<file path="src/rtl/core/cle_pkg.sv">
// ----------------------------------------------------------------------------
// cle_pkg
// Shared types and constants of the canonical line editor: request and result
// structs, result kinds and the control characters it reacts to.
// ----------------------------------------------------------------------------
package cle_pkg;

	localparam int DEFAULT_LINE_DEPTH = 64;

	// Result kinds
	localparam logic [1:0] KIND_ECHO  = 2'd0;
	localparam logic [1:0] KIND_LINE  = 2'd1;
	localparam logic [1:0] KIND_EMPTY = 2'd2;
	localparam logic [1:0] KIND_DROP  = 2'd3;

	// Request actions
	localparam logic ACT_CHAR = 1'b0;
	localparam logic ACT_TAKE = 1'b1;

	// Control characters
	localparam logic [7:0] CH_CR  = 8'h0D;
	localparam logic [7:0] CH_LF  = 8'h0A;
	localparam logic [7:0] CH_BS  = 8'h08;
	localparam logic [7:0] CH_DEL = 8'h7F;
	localparam logic [7:0] CH_SP  = 8'h20;

	typedef struct packed {
		logic       action;
		logic [7:0] char_in;
		logic [6:0] max_bytes;
	} in_item_t;

	typedef struct packed {
		logic [1:0] kind;
		logic [7:0] data_byte;
		logic       last;
		logic       line_ready_now;
	} out_item_t;

endpackage

</file>
<file path="src/rtl/core/canonical_line_editor.sv">
// ----------------------------------------------------------------------------
// canonical_line_editor
// Terminal line editor: stores, erases and echoes received characters and
// streams a completed line out of the line store on a take request.
// ----------------------------------------------------------------------------
// Results: a character or empty take has its first result registered as the
// request is accepted; a line take first enters the take state, which reads
// the store and loads the output slot together. A character gives one to
// three results (one per echo byte); a take gives one empty result, or else
// min(fill, max_bytes) line bytes from the store's single read port, one per
// cycle while taken. The next request is accepted once the last result is out.
// Reset: fill count, ready flag, sequencer and output valid clear at once; the
// line store is not cleared and needs no clearing pass.
// ----------------------------------------------------------------------------
module canonical_line_editor #(
	parameter int LINE_DEPTH = cle_pkg::DEFAULT_LINE_DEPTH
) (
	input  logic               clk,
	input  logic               arst_n,
	input  logic               in_valid,
	output logic               in_ready,
	input  cle_pkg::in_item_t  in_item,
	output logic               out_valid,
	input  logic               out_ready,
	output cle_pkg::out_item_t out_item
);
	import cle_pkg::*;

	localparam int ADDR_W = $clog2(LINE_DEPTH);
	localparam int CNT_W  = $clog2(LINE_DEPTH + 1);

	typedef enum logic [2:0] {
		ST_IDLE = 3'b001,
		ST_ECHO = 3'b010,
		ST_TAKE = 3'b100
	} state_t;

	state_t            state_q, state_n;
	logic [CNT_W-1:0]  fill_q, fill_n;
	logic              ready_q, ready_n;
	logic [1:0]        echo_left_q, echo_left_n;
	logic              echo_bs_q, echo_bs_n;
	logic [ADDR_W-1:0] idx_q, idx_n;
	logic [CNT_W-1:0]  len_q, len_n;

	logic              out_vld_q;
	logic [1:0]        out_kind_q;
	logic [7:0]        out_byte_q;
	logic              out_last_q;
	logic              out_lrn_q;
	logic              out_line_q;

	logic              slot_free;
	logic              accept;
	logic              emit;
	logic [1:0]        e_kind;
	logic [7:0]        e_byte;
	logic              e_last;
	logic              e_lrn;
	logic              e_line;

	logic              wr_en;
	logic [ADDR_W-1:0] wr_addr;
	logic [7:0]        wr_data;
	logic              rd_en;
	logic [7:0]        rd_data;

	logic [CNT_W-1:0]  take_len;
	logic [CNT_W-1:0]  idx_next;

	cle_line_store #(
		.LINE_DEPTH(LINE_DEPTH)
	) u_store (
		.clk    (clk),
		.wr_en  (wr_en),
		.wr_addr(wr_addr),
		.wr_data(wr_data),
		.rd_en  (rd_en),
		.rd_addr(idx_q),
		.rd_data(rd_data)
	);

	// Output slot frees when empty or being taken
	assign slot_free = !out_vld_q || out_ready;
	assign in_ready  = (state_q == ST_IDLE) && slot_free;
	assign accept    = in_valid && in_ready;

	// Clip the take length to the requested count
	assign take_len = (7'(fill_q) > in_item.max_bytes) ? CNT_W'(in_item.max_bytes) : fill_q;
	assign idx_next = CNT_W'(idx_q) + CNT_W'(1);
	assign wr_addr  = fill_q[ADDR_W-1:0];

	// Sequence requests and update line state
	always_comb begin
		state_n     = state_q;
		fill_n      = fill_q;
		ready_n     = ready_q;
		echo_left_n = echo_left_q;
		echo_bs_n   = echo_bs_q;
		idx_n       = idx_q;
		len_n       = len_q;
		emit        = 1'b0;
		e_kind      = KIND_ECHO;
		e_byte      = 8'd0;
		e_last      = 1'b0;
		e_lrn       = ready_q;
		e_line      = 1'b0;
		wr_en       = 1'b0;
		wr_data     = in_item.char_in;
		rd_en       = 1'b0;
		unique case (state_q)
			ST_IDLE: begin
				if (accept) begin
					emit = 1'b1;
					if (in_item.action == ACT_CHAR) begin
						if (ready_q) begin
							// drop characters while a line waits
							e_kind = KIND_DROP;
							e_last = 1'b1;
							e_lrn  = 1'b1;
						end else if (in_item.char_in == CH_CR || in_item.char_in == CH_LF) begin
							if (fill_q != CNT_W'(LINE_DEPTH)) begin
								wr_en   = 1'b1;
								wr_data = CH_LF;
								fill_n  = fill_q + CNT_W'(1);
							end
							ready_n     = 1'b1;
							e_byte      = CH_CR;
							e_lrn       = 1'b1;
							echo_left_n = 2'd1;
							echo_bs_n   = 1'b0;
							state_n     = ST_ECHO;
						end else if (in_item.char_in == CH_BS || in_item.char_in == CH_DEL) begin
							if (fill_q != '0) begin
								fill_n = fill_q - CNT_W'(1);
							end
							e_byte      = CH_BS;
							e_lrn       = 1'b0;
							echo_left_n = 2'd2;
							echo_bs_n   = 1'b1;
							state_n     = ST_ECHO;
						end else begin
							// keep one slot free for the newline
							if (fill_q < CNT_W'(LINE_DEPTH - 1)) begin
								wr_en  = 1'b1;
								fill_n = fill_q + CNT_W'(1);
							end
							e_byte = in_item.char_in;
							e_last = 1'b1;
							e_lrn  = 1'b0;
						end
					end else begin
						if (ready_q && in_item.max_bytes != 7'd0) begin
							fill_n  = '0;
							ready_n = 1'b0;
							e_lrn   = 1'b0;
							if (take_len == '0) begin
								e_kind = KIND_EMPTY;
								e_last = 1'b1;
							end else begin
								// first line byte is read and loaded in the take state
								emit    = 1'b0;
								len_n   = take_len;
								idx_n   = '0;
								state_n = ST_TAKE;
							end
						end else begin
							e_kind = KIND_EMPTY;
							e_last = 1'b1;
						end
					end
				end
			end
			ST_ECHO: begin
				if (slot_free) begin
					emit        = 1'b1;
					e_byte      = echo_bs_q ? ((echo_left_q == 2'd2) ? CH_SP : CH_BS) : CH_LF;
					e_last      = (echo_left_q == 2'd1);
					echo_left_n = echo_left_q - 2'd1;
					if (echo_left_q == 2'd1) begin
						state_n = ST_IDLE;
					end
				end
			end
			ST_TAKE: begin
				if (slot_free) begin
					// read one line byte straight into the output slot
					emit   = 1'b1;
					rd_en  = 1'b1;
					e_kind = KIND_LINE;
					e_line = 1'b1;
					e_last = (idx_next == len_q);
					idx_n  = idx_next[ADDR_W-1:0];
					if (idx_next == len_q) begin
						state_n = ST_IDLE;
					end
				end
			end
			default: begin
				state_n = ST_IDLE;
			end
		endcase
	end

	// Hold control state
	always_ff @(posedge clk or negedge arst_n) begin
		if (!arst_n) begin
			state_q     <= ST_IDLE;
			fill_q      <= '0;
			ready_q     <= 1'b0;
			echo_left_q <= '0;
			echo_bs_q   <= 1'b0;
			idx_q       <= '0;
			len_q       <= '0;
			out_vld_q   <= 1'b0;
		end else begin
			state_q     <= state_n;
			fill_q      <= fill_n;
			ready_q     <= ready_n;
			echo_left_q <= echo_left_n;
			echo_bs_q   <= echo_bs_n;
			idx_q       <= idx_n;
			len_q       <= len_n;
			if (slot_free) begin
				out_vld_q <= emit;
			end
		end
	end

	// Load the output slot
	always_ff @(posedge clk) begin
		if (slot_free && emit) begin
			out_kind_q <= e_kind;
			out_byte_q <= e_byte;
			out_last_q <= e_last;
			out_lrn_q  <= e_lrn;
			out_line_q <= e_line;
		end
	end

	assign out_valid               = out_vld_q;
	assign out_item.kind           = out_kind_q;
	assign out_item.data_byte      = out_line_q ? rd_data : out_byte_q;
	assign out_item.last           = out_last_q;
	assign out_item.line_ready_now = out_lrn_q;

endmodule

</file>
<file path="src/rtl/core/cle_line_store.sv">
// ----------------------------------------------------------------------------
// cle_line_store
// Line byte memory: one write port, one read port with registered read data.
// ----------------------------------------------------------------------------
module cle_line_store #(
	parameter int LINE_DEPTH = cle_pkg::DEFAULT_LINE_DEPTH,
	localparam int ADDR_W    = $clog2(LINE_DEPTH)
) (
	input  logic              clk,
	input  logic              wr_en,
	input  logic [ADDR_W-1:0] wr_addr,
	input  logic [7:0]        wr_data,
	input  logic              rd_en,
	input  logic [ADDR_W-1:0] rd_addr,
	output logic [7:0]        rd_data
);
	import cle_pkg::*;

	logic [7:0] mem_q [LINE_DEPTH];

	// Write stored bytes
	always_ff @(posedge clk) begin
		if (wr_en) begin
			mem_q[wr_addr] <= wr_data;
		end
	end

	// Registered read; hold data when not enabled
	always_ff @(posedge clk) begin
		if (rd_en) begin
			rd_data <= mem_q[rd_addr];
		end
	end

endmodule

</file>
<file path="config.mk">
export PLATFORM = sky130hd
export DESIGN_NAME = canonical_line_editor
export DESIGN_NICKNAME = d
export VERILOG_FILES = /design/src/rtl/core/cle_pkg.sv /design/src/rtl/core/canonical_line_editor.sv /design/src/rtl/core/cle_line_store.sv
export SDC_FILE = /design/constraint.sdc
export NUM_CORES = 1
export LEC_CHECK = 0
export BUFFER_PORTS_ARGS = -buffer_cell sky130_fd_sc_hd__buf_2
export CAP_MARGIN = 0
export CORE_MARGIN = 3
export CORE_UTILIZATION = 67
export DETAILED_ROUTE_END_ITERATION = 8
export GPL_TIMING_DRIVEN = 0
export PLACE_DENSITY = 0.89
export SLEW_MARGIN = 20
export SYNTH_ARGS = -nofsm -noshare
export SYNTH_HDL_FRONTEND = slang
export SYNTH_SLANG_ARGS = --single-unit
</file>
<file path="constraint.sdc">
create_clock -name clk -period 6.5 [get_ports clk]
set_input_delay 0.65 -clock clk [delete_from_list [all_inputs] [get_ports clk]]
set_output_delay 0.65 -clock clk [all_outputs]
set_load 0.03 [all_outputs]
</file>
# Word level (Yosys, flattened, before mapping)
# Memories as Yosys holds them, arrays and structs flattened. A register that Yosys moved wholly into a read port is not among the register bits.
# Index checks and enable logic that the tools add are counted.
[totals] regBits=41 latch_bits=0 ram_bits=512 rom_bits=0 output_inout_bits=14 wordCells=165 mem_count=1
[mem_list] name="u_store.mem_q" depth=64 width=8 read_ports=1 rd_clocked_by_memory_dff=1 write_ports=1 line_no="cle_line_store.sv:19" rtl="logic [7:0] mem_q [LINE_DEPTH];"
[op_classes] addsub=4 mul=0 n_div=0 magnitude_cmp=2 n_eq_ne=30 shifts=0 mux=90 bitwise_logic=3 reduce_logical=22
[ops] op="two-way mux 8 bit" count=12
[ops] op="two-way mux 7 bit" count=9
[ops] op="two-way mux 6 bit" count=8
[ops] op="two-way mux 3 bit" count=11
[ops] op="two-way mux 1 bit" count=32
[ops] op="== test 8 x 4 -> 1 bit (second input constant)" count=3
[ops] op="two-way mux 2 bit" count=11
[ops] op="inequality test 2 bit (second input constant)" count=10
[ops] op="case mux 8 bit (2 select lines)" count=1
[ops] op="nonzero test 7 bit" count=2
[ops] op="case mux 6 bit (2 select lines)" count=1
[ops] op="AND reduction 6 bit" count=2
[ops] op="AND reduction 5 bit" count=2
[ops] op="case mux 3 bit (3 select lines)" count=1
[ops] op="AND reduction 9 bit" count=1
[ops] op="== test 8 x 7 -> 1 bit (second input constant)" count=1
[ops] op="case mux 2 bit (2 select lines)" count=2
[ops] op="adder 6 x 1 -> 7 bit (second input constant)" count=1
[ops] op="adder 7 x 1 -> 7 bit (second input constant)" count=1
[ops] op="== test 7 bit" count=1
[ops] op="greater-than comparator 7 bit" count=1
[ops] op="zero test 7 bit" count=1
[ops] op="less-than comparator 7 x 6 -> 1 bit (second input constant)" count=1
[ops] op="inequality test 7 bit (second input constant)" count=1
[ops] op="23 further kinds" count=35

# Longest topological paths before layout
# Gate-level depths: netlist of run 1.
[logic_depth] ltp_word=10 ltp_mapped=10

# Hierarchy
# From an unflattened synthesis of run 1, not the netlist that was laid out.
[hier_totals] cells_unflattened=1308 area_unflattened_um2=23226.0
[modules_own_cells] module="cle_line_store" n_inst=1 cells_per_inst=972 area_per_inst_um2=20270.7 seq_area_each_um2=15615.0
[modules_own_cells] module="canonical_line_editor" n_inst=1 cells_per_inst=336 area_per_inst_um2=2955.3 seq_area_each_um2=1092.3

# Worst setup path before layout of run 1
# Ideal clock, no wire load.
[synth_path] path_kind="flip-flop to flip-flop" startpoint="register fill_q[5]" endpoint="memory u_store.mem_q[0][0] (data pin)" setup_time_ps=517 arrival_ps=3307 required_time_ps=5983 setup_slack_ps=2676 stages_incl_launch_ff=7 path_buffers=2 cell_sequence="dfrtp_1 > buf_2 > or3_1 > clkbuf_1 > or4_1 > and3_1 > nor2b_1"
[synth_between] elab_chain_cells=7
[synth_rtl] item="start, declared" line_no="canonical_line_editor.sv:39" rtl="logic [CNT_W-1:0] fill_q, fill_n;"
[synth_rtl] item="start signal, assigned" line_no="canonical_line_editor.sv:218" rtl="fill_q <= fill_n;"
[synth_rtl] item="inequality test 7 bit" line_no="canonical_line_editor.sv:122" rtl="if (fill_q != CNT_W'(LINE_DEPTH)) begin"
[synth_rtl] item="two-way mux 8 bit" line_no="canonical_line_editor.sv:122"
[synth_rtl] item="two-way mux 8 bit" line_no="canonical_line_editor.sv:121" rtl="end else if (in_item.char_in == CH_CR || in_item.char_in == CH_LF) begin"
[synth_rtl] item="two-way mux 8 bit" line_no="canonical_line_editor.sv:116" rtl="if (ready_q) begin"
[synth_rtl] item="two-way mux 8 bit" line_no="canonical_line_editor.sv:115" rtl="if (in_item.action == ACT_CHAR) begin"
[synth_rtl] item="two-way mux 8 bit" line_no="canonical_line_editor.sv:113" rtl="if (accept) begin"
[synth_rtl] item="two-way mux 8 bit" line_no="canonical_line_editor.sv:111" rtl="unique case (state_q)"
[synth_rtl] item="net u_store.wr_data[0]" line_no="cle_line_store.sv:12" rtl="input logic [7:0] wr_data,"
[synth_rtl] item="end, declared" line_no="cle_line_store.sv:19"
# The timed path passes the listed nets, and every way through them passes these cells.

# Worst setup path in the final report of run 1
[layout_path] startpoint="register state_q[0]" endpoint="memory u_store.mem_q[54][7] (enable)"
[layout_between] elab_chain_cells=7
[layout_rtl] item="start, declared" line_no="canonical_line_editor.sv:38" rtl="state_t state_q, state_n;"
[layout_rtl] item="start signal, assigned" line_no="canonical_line_editor.sv:217" rtl="state_q <= state_n;"
[layout_rtl] item="== test 3 x 1 -> 1 bit (*)" line_no="canonical_line_editor.sv:85, canonical_line_editor.sv:111"
[layout_rtl] item="logical AND 1 bit" line_no="canonical_line_editor.sv:85" rtl="assign in_ready = (state_q == ST_IDLE) && slot_free;"
[layout_rtl] item="logical AND 1 bit" line_no="canonical_line_editor.sv:86" rtl="assign accept = in_valid && in_ready;"
[layout_rtl] item="two-way mux 1 bit" line_no="canonical_line_editor.sv:113"
[layout_rtl] item="two-way mux 1 bit (*)" line_no="canonical_line_editor.sv:111"
[layout_rtl] item="two-way mux 1 bit (*)" line_no="cle_line_store.sv:23" rtl="if (wr_en) begin"
[layout_rtl] item="two-way mux 1 bit (implied by the code) (*)" line_no="cle_line_store.sv:24" rtl="mem_q[wr_addr] <= wr_data;"
# Mark *: on every way between the ends. The rest lies on a longest branch, timed or not.

==> impl_metrics.yaml, run 1 <==
outcome:
  status: "finished with violations"
  violations: "DRC"
placement:
  io_buffers: 33
  dpl_worst_slack_ns: 2.069
  dp_cells: 1640
  post_dp_cell_area_sq_um: 23760
  gp_congestion: 0.8790
  place_hpwl_um: 35750
pwr:
  ir_worst_vdd_uv: 284.9
  total_leakage_power_nw: 8.000
  fin_total_pwr_mw: 8.860
  powerDensity_nw_per_um2: 348.7
floorplan:
  core_sq_um: 33620
  start_util_pct: 68.03
  dieHeight_um: 190.8
  dieArea_sq_um: 36390
  die_x_um: 190.8
  num_rows: 67
  io-pin-count: 34
clock_tree:
  cts_buffers: 52
  cts_tree: "built"
  clk_pin_slew_ns: 0.07
  root_buffer: "clkbuf_16"
  post_cts_buffers: 0
  ctsResizeCount: 0
  cts_buffer_depth: 3
  clkLatencyLatePin_ns: 0.59
  cts_max_level: 2
  cts.sinks: 561
  hold_buffers: 0
route:
  wl_per_cell_um: 34.64
  drcViolationCount: 2
  via_per_inst: 7.447
  vias: 12884
  drtIter0Drc: 2265
  wirelength_um: 59920
  dr.pass1.iters: 9
  antenna_left: 0
synth:
  synth_area_leaders: "edfxtp_1 70%, mux4_2 16%, dfrtp_1 3.0%"
  synthFlopType: "edfxtp_1"
  syn_nets: 1184
  synth-simple-area-share_pct: 4.284
  synth_common_cells: "533 x edfxtp_1, 166 x mux4_2, 79 x nor2_1, 45 x nand2_1, 42 x clkbuf_1"
  yosys_warnings: 0
  synthAdderAreaFrac_pct: 0.6565
  synth_most_common_cell: "edfxtp_1"
  yosysSeqAreaShare_pct: 73.06
  synth_edf_count: 533
  synthMuxAreaShare_pct: 17.27
  synth_compound_area_share_pct: 2.818
  async_flop_share_pct: 4.991
  ys_ff_latch: 561
  synth_top_cell_by_area: "edfxtp_1"
  synth_top_area_share_pct: 69.99
  synth_cells: 1152
  synthXorXnorAreaFrac_pct: 0.3064
  syn_avg_cell_area_sq_um: 19.85
  post_synth_num_cell_types: 68
  syn_area_sq_um: 22870
  synth_top_family_by_area: "multiplexers"
final_layout:
  design_area_sq_um: 25410
  drive_above_1_share_pct: 26.37
  diodes: 0
  final_cells: 1730
  finalNetCount: 1278
  syn2layout_area_growth_pct: 11.09
  postLayoutCoreUtil_pct: 75.58
timing:
  finalCriticalPeriod_ns: 4.522
  finalClockSkew_ns: 0.01530
  slew_headroom_pct: 32.47
  slew_viol_final: 0
  hold_viol: 0
  finalSetupTns_ns: 0
  period_share_pct: 69.56
  hold_slack_ns: 0.09970
  finalSetupViolCount: 0
  setup_slack_ns: 1.978
  tightest_slew_ns: 1.013
  rsz0062_at_grt: "no"
  fmax_mhz: 221.2
global_routing:
  met3_usage_pct: 8.658
  first_global_vias: 13057
  use_met1_pct: 44.28
  grt_pass1_wl_um: 88930
  grt_overflow: 0
  antenna_found_initial: 0
  grt_use_met2_pct: 55.92
  top_usage_layer: "met2"
  grt_max_degree: 65
  grt_usage_pct: 34.35
critical_path:
  worst-path-buf-inv: 0
  cp.arrival_ns: 4.72
  r2r-start: "state_q[0]"
  crit_path_start_kind: "flop"
  r2r_slack_ns: 1.98
  cp_cell_sequence: "nor3b_1, and3_1, nand2_1, nor3_1, nand3_1, nor2_1"
  max_stage_delay_ns: 0.96
  critPathLaunch: "state_q[0]"
  endpoint: "u_store.mem_q[54][7]"
  worstSetupEndpointType: "flop"
  crit_cells: 6
  reg2reg_depth: 6
  cpLargestDelayFamily: "simple AND/OR/NAND/NOR gates"
  worstReg2RegEnd: "u_store.mem_q[54][7]"
  critPathMaxFanout: 8
  required_ns: 6.70
  critical_path_class: "reg2reg"
  slowest_stage: "nor2_1"
min_path:
  hp-class: "in2async"
flow_run:
  cap_violations: 0
## worst reg2reg max path: cells and delay by family, from the launching register on
| family | cells | cell delay, ns |
|---|---|---|
| DFF | 1 | 0.58 |
| and+or+nand+nor | 6 | 3.57 |
## kinds of logic after synthesis
group / after synthesis
compound gates: 96
buf+inv: 87
mux: 185
xor+xnor: 8
simple gates: 203
flops: 561
fa+ha+maj: 12
## per-layer routing
| layer | wire, um | share of wire, % |
|---|---|---|
| met5 | 0 | 0 |
| met4 | 3874 | 6.5 |
| met3 | 6819 | 11 |
| met2 | 29650 | 49 |
| met1 | 19580 | 33 |
## flip-flops by register name, indices dropped and copies added (netlist names), 3 cells and up
signal,count
fill_q,7
out_byte_q,8
u_store.rd_data,8
state_q,3
len_q,7
u_store.mem_q,512
idx_q,6
## cells in the final DEF (no fill, tap or decap), drive strengths merged, types with 21 or more instances in the layout
cell	netlist	layout
inv	21	21
edfxtp	533	533
mux4	166	166
nand2	45	45
o21ai	26	26
buf	23	63
clkbuf	42	107
dfrtp	27	27
nor2	79	79
## report_power, final
group	internal, mW	switching (mW)	total [mW]	leakage, nW
Clock	1.68	1.30	2.98	0.796
Sequential	4.08	0.0732	4.15	5.17
Combinational	0.723	1.01	1.73	2.03
Total	6.48	2.38	8.86	8.00
## layout make-up
| cell class | count | area (sq um) |
|---|---|---|
| Multi-Input combinational cell | 504 | 5824 |
| Inverter | 21 | 78.83 |
| Buffer | 66 | 294.0 |
| Tap cell | 448 | 560.5 |
| Fill cell | 1600 | 8210 |
| Clock inverter | 26 | 236.5 |
| Sequential cell | 561 | 16710 |
| Clock buffer | 64 | 1399 |
| Timing Repair Buffer | 40 | 305.3 |
## worst min path at each step
stage	from	endpoint	slack, ns	cells past startpoint
4_1_cts	arst_n	idx_q[2]	0.12	1
6_report	arst_n	len_q[5]	0.1	1
2_1_floorplan	arst_n	echo_bs_q	0.35	0
5_1_grt	arst_n	state_q[1]	0.14	1
3_5_place_dp	echo_left_q[1]	echo_left_q[1]	0.51	2
3_3_place_gp	echo_left_q[1]	echo_left_q[1]	0.50	2
No activity file was read; power rests on OpenSTA's default activity.
==> run 2: changes to the inputs <==
CORE_UTILIZATION = 63   (was 67)
PLACE_DENSITY = 0.85   (was 0.89)
clock period = 4.7 ns   (was 6.5 ns; I/O delays follow)
==> run 2 against run 1 <==
Net effect:
- the run now ends clean
- sequential power grew 38%
- combinational power increased by 35%
- final cell count grew 1.1%
- utilization is 4.4 points lower
- register-to-register slack got worse by 1.8 ns
- hold slack better by 0.14 ns
- total power grew 36%
- sequential cell count stayed put
- count of clock-buffer cells in the layout rose by 4
- final area shrank 0.12%
- global-route usage decreased by 4.9 points
==> impl_metrics.yaml, run 2 (synthesis results as in run 1) <==
route:
  drtIter0Drc: 1474
  wirelength_um: 55420
  met3RoutedLength_um: 5379
  top_layer: "met4"
  route.met2.wl_um: 27960
  wl_per_cell_um: 31.69
  dr.pass1.iters: 6
  met1_length_um: 19500
  antenna_left: 0
  drcViolationCount: 0
  vias: 12262
  via_per_inst: 7.011
global_routing:
  grt_pass1_wl_um: 82480
  grt_max_degree: 65
  antenna_found_initial: 0
  grt_usage_pct: 29.43
  first_global_vias: 12627
  grt_overflow: 0
pwr:
  total_leakage_power_nw: 7.982
  ir_worst_vdd_uv: 296.3
  fin_total_pwr_mw: 12.01
  powerDensity_nw_per_um2: 473.2
clock_tree:
  root_buffer: "clkbuf_16"
  clk_pin_slew_ns: 0.06
  cts_buffers: 52
  post_cts_buffers: 0
  cts_buffer_depth: 3
  cts_tree: "built"
  clkLatencyLatePin_ns: 0.58
  cts.sinks: 561
  cts_max_level: 2
  ctsResizeCount: 0
critical_path:
  cp.arrival_ns: 4.69
  critPathLaunch: "state_q[0]"
  cp_cell_sequence: "nor3b_1, and3_1, nand2_1, nor3_1, nand3_1, nor2_1"
  worstSetupEndpointType: "flop"
  required_ns: 4.88
  max_stage_delay_ns: 0.98
  critPathMaxFanout: 8
  critical_path_class: "reg2reg"
  crit_path_start_kind: "flop"
  slowest_stage: "nor2_1"
  r2r-start: "state_q[0]"
min_path:
  hp-class: "in2reg"
  hold_start: "in_item[10]"
timing:
  slew_headroom_pct: 32.77
  hold_slack_ns: 0.2397
  finalCriticalPeriod_ns: 4.509
  rsz0062_at_grt: "no"
  finalClockSkew_ns: 0.02224
  tightest_slew_ns: 1.008
  slew_viol_final: 0
  setup_slack_ns: 0.1905
  period_share_pct: 95.95
  finalSetupViolCount: 0
  hold_viol: 0
  fmax_mhz: 221.8
floorplan:
  dieArea_sq_um: 38620
  num_rows: 69
  core_sq_um: 35660
  io-pin-count: 34
  start_util_pct: 64.14
  die_x_um: 196.5
  dieHeight_um: 196.5
final_layout:
  final_cell_mix: "533 x edfxtp_1, 166 x mux4_2, 79 x nor2_1, 53 x clkbuf_1, 53 x clkbuf_16"
  top_regs: "u_store.mem_q x512, out_byte_q x8, u_store.rd_data x8"
  finalNetCount: 1280
  final_common_cell: "edfxtp_1"
  syn2layout_area_growth_pct: 10.96
  largest_reg_flops: 512
  drive_above_1_share_pct: 26.01
  top_register: "u_store.mem_q"
  diodes: 0
outcome:
  status: "completed"
placement:
  place_hpwl_um: 34890
  io_buffers: 33
  dpl_worst_slack_ns: 0.4551
  gp_congestion: 0.8880
flow_run:
  cap_violations: 0
==> run 2: layer usage <==
layer | GRT usage (%) | vias to the layer above
met3 | 5.385 | 167
met5 | 0 | -
li1 | - | 4935
met1 | 39.77 | 6283
met2 | 48.78 | 877
met4 | 11.86 | 0
==> run 2: timing repair <==
| item | 4_1_cts | 5_1_grt |
|---|---|---|
| endpoints found under the hold margin | 27 | 0 |
| setup endpoints to repair | 0 | 0 |
| hold buffers | 1 | 0 |
==> run 2: worst max-delay path: cells and delay by family, from the launching register on <==
family           cells  cell delay, ns
and+or+nand+nor      6            3.53
DFF                  1            0.57
==> run 2: layout make-up <==
cell class,count,area [sq um]
Fill cell,1976,10280
Buffer,66,294.0
Inverter,21,78.83
Clock inverter,26,173.9
Sequential cell,561,16710
Multi-Input combinational cell,504,5824
Tap cell,461,576.8
Clock buffer,68,1383
Timing Repair Buffer,42,337.8
==> run 2: stage by stage <==
step           util (%)  instances  cell area (sq um)  TNS, ns
6_report          71.17       1749              25380        0
5_1_grt           71.17       1749              25380        0
4_1_cts           71.14       1749              25370        0
3_5_place_dp      66.75       1654              23800        0
3_3_place_gp      66.22       1646              23610  -148.31
2_1_floorplan         -       1152              22870        0
==> run 2: final timing paths <==
| path | to | slack [ns] | cells after the start |
|---|---|---|---|
| setup / recovery | u_store.mem_q[54][1] | 0.19 | 6 |
| hold reg to reg | echo_left_q[1] | 0.52 | 2 |
| hold / removal | out_byte_q[3] | 0.24 | 2 |
| min in group asynchronous | echo_left_q[1] | 0.46 | 2 |
| max in group asynchronous | len_q[1] | 3.80 | 2 |
| setup reg to reg | u_store.mem_q[54][1] | 0.19 | 6 |
==> run 2: where the power goes <==
part / leakage (nW) / switching (mW) / internal [mW]
registers: 5.17 / 0.0888 / 5.64
logic: 2.04 / 1.33 / 0.999
clock network: 0.768 / 1.77 / 2.18
total: 7.98 / 3.20 / 8.81
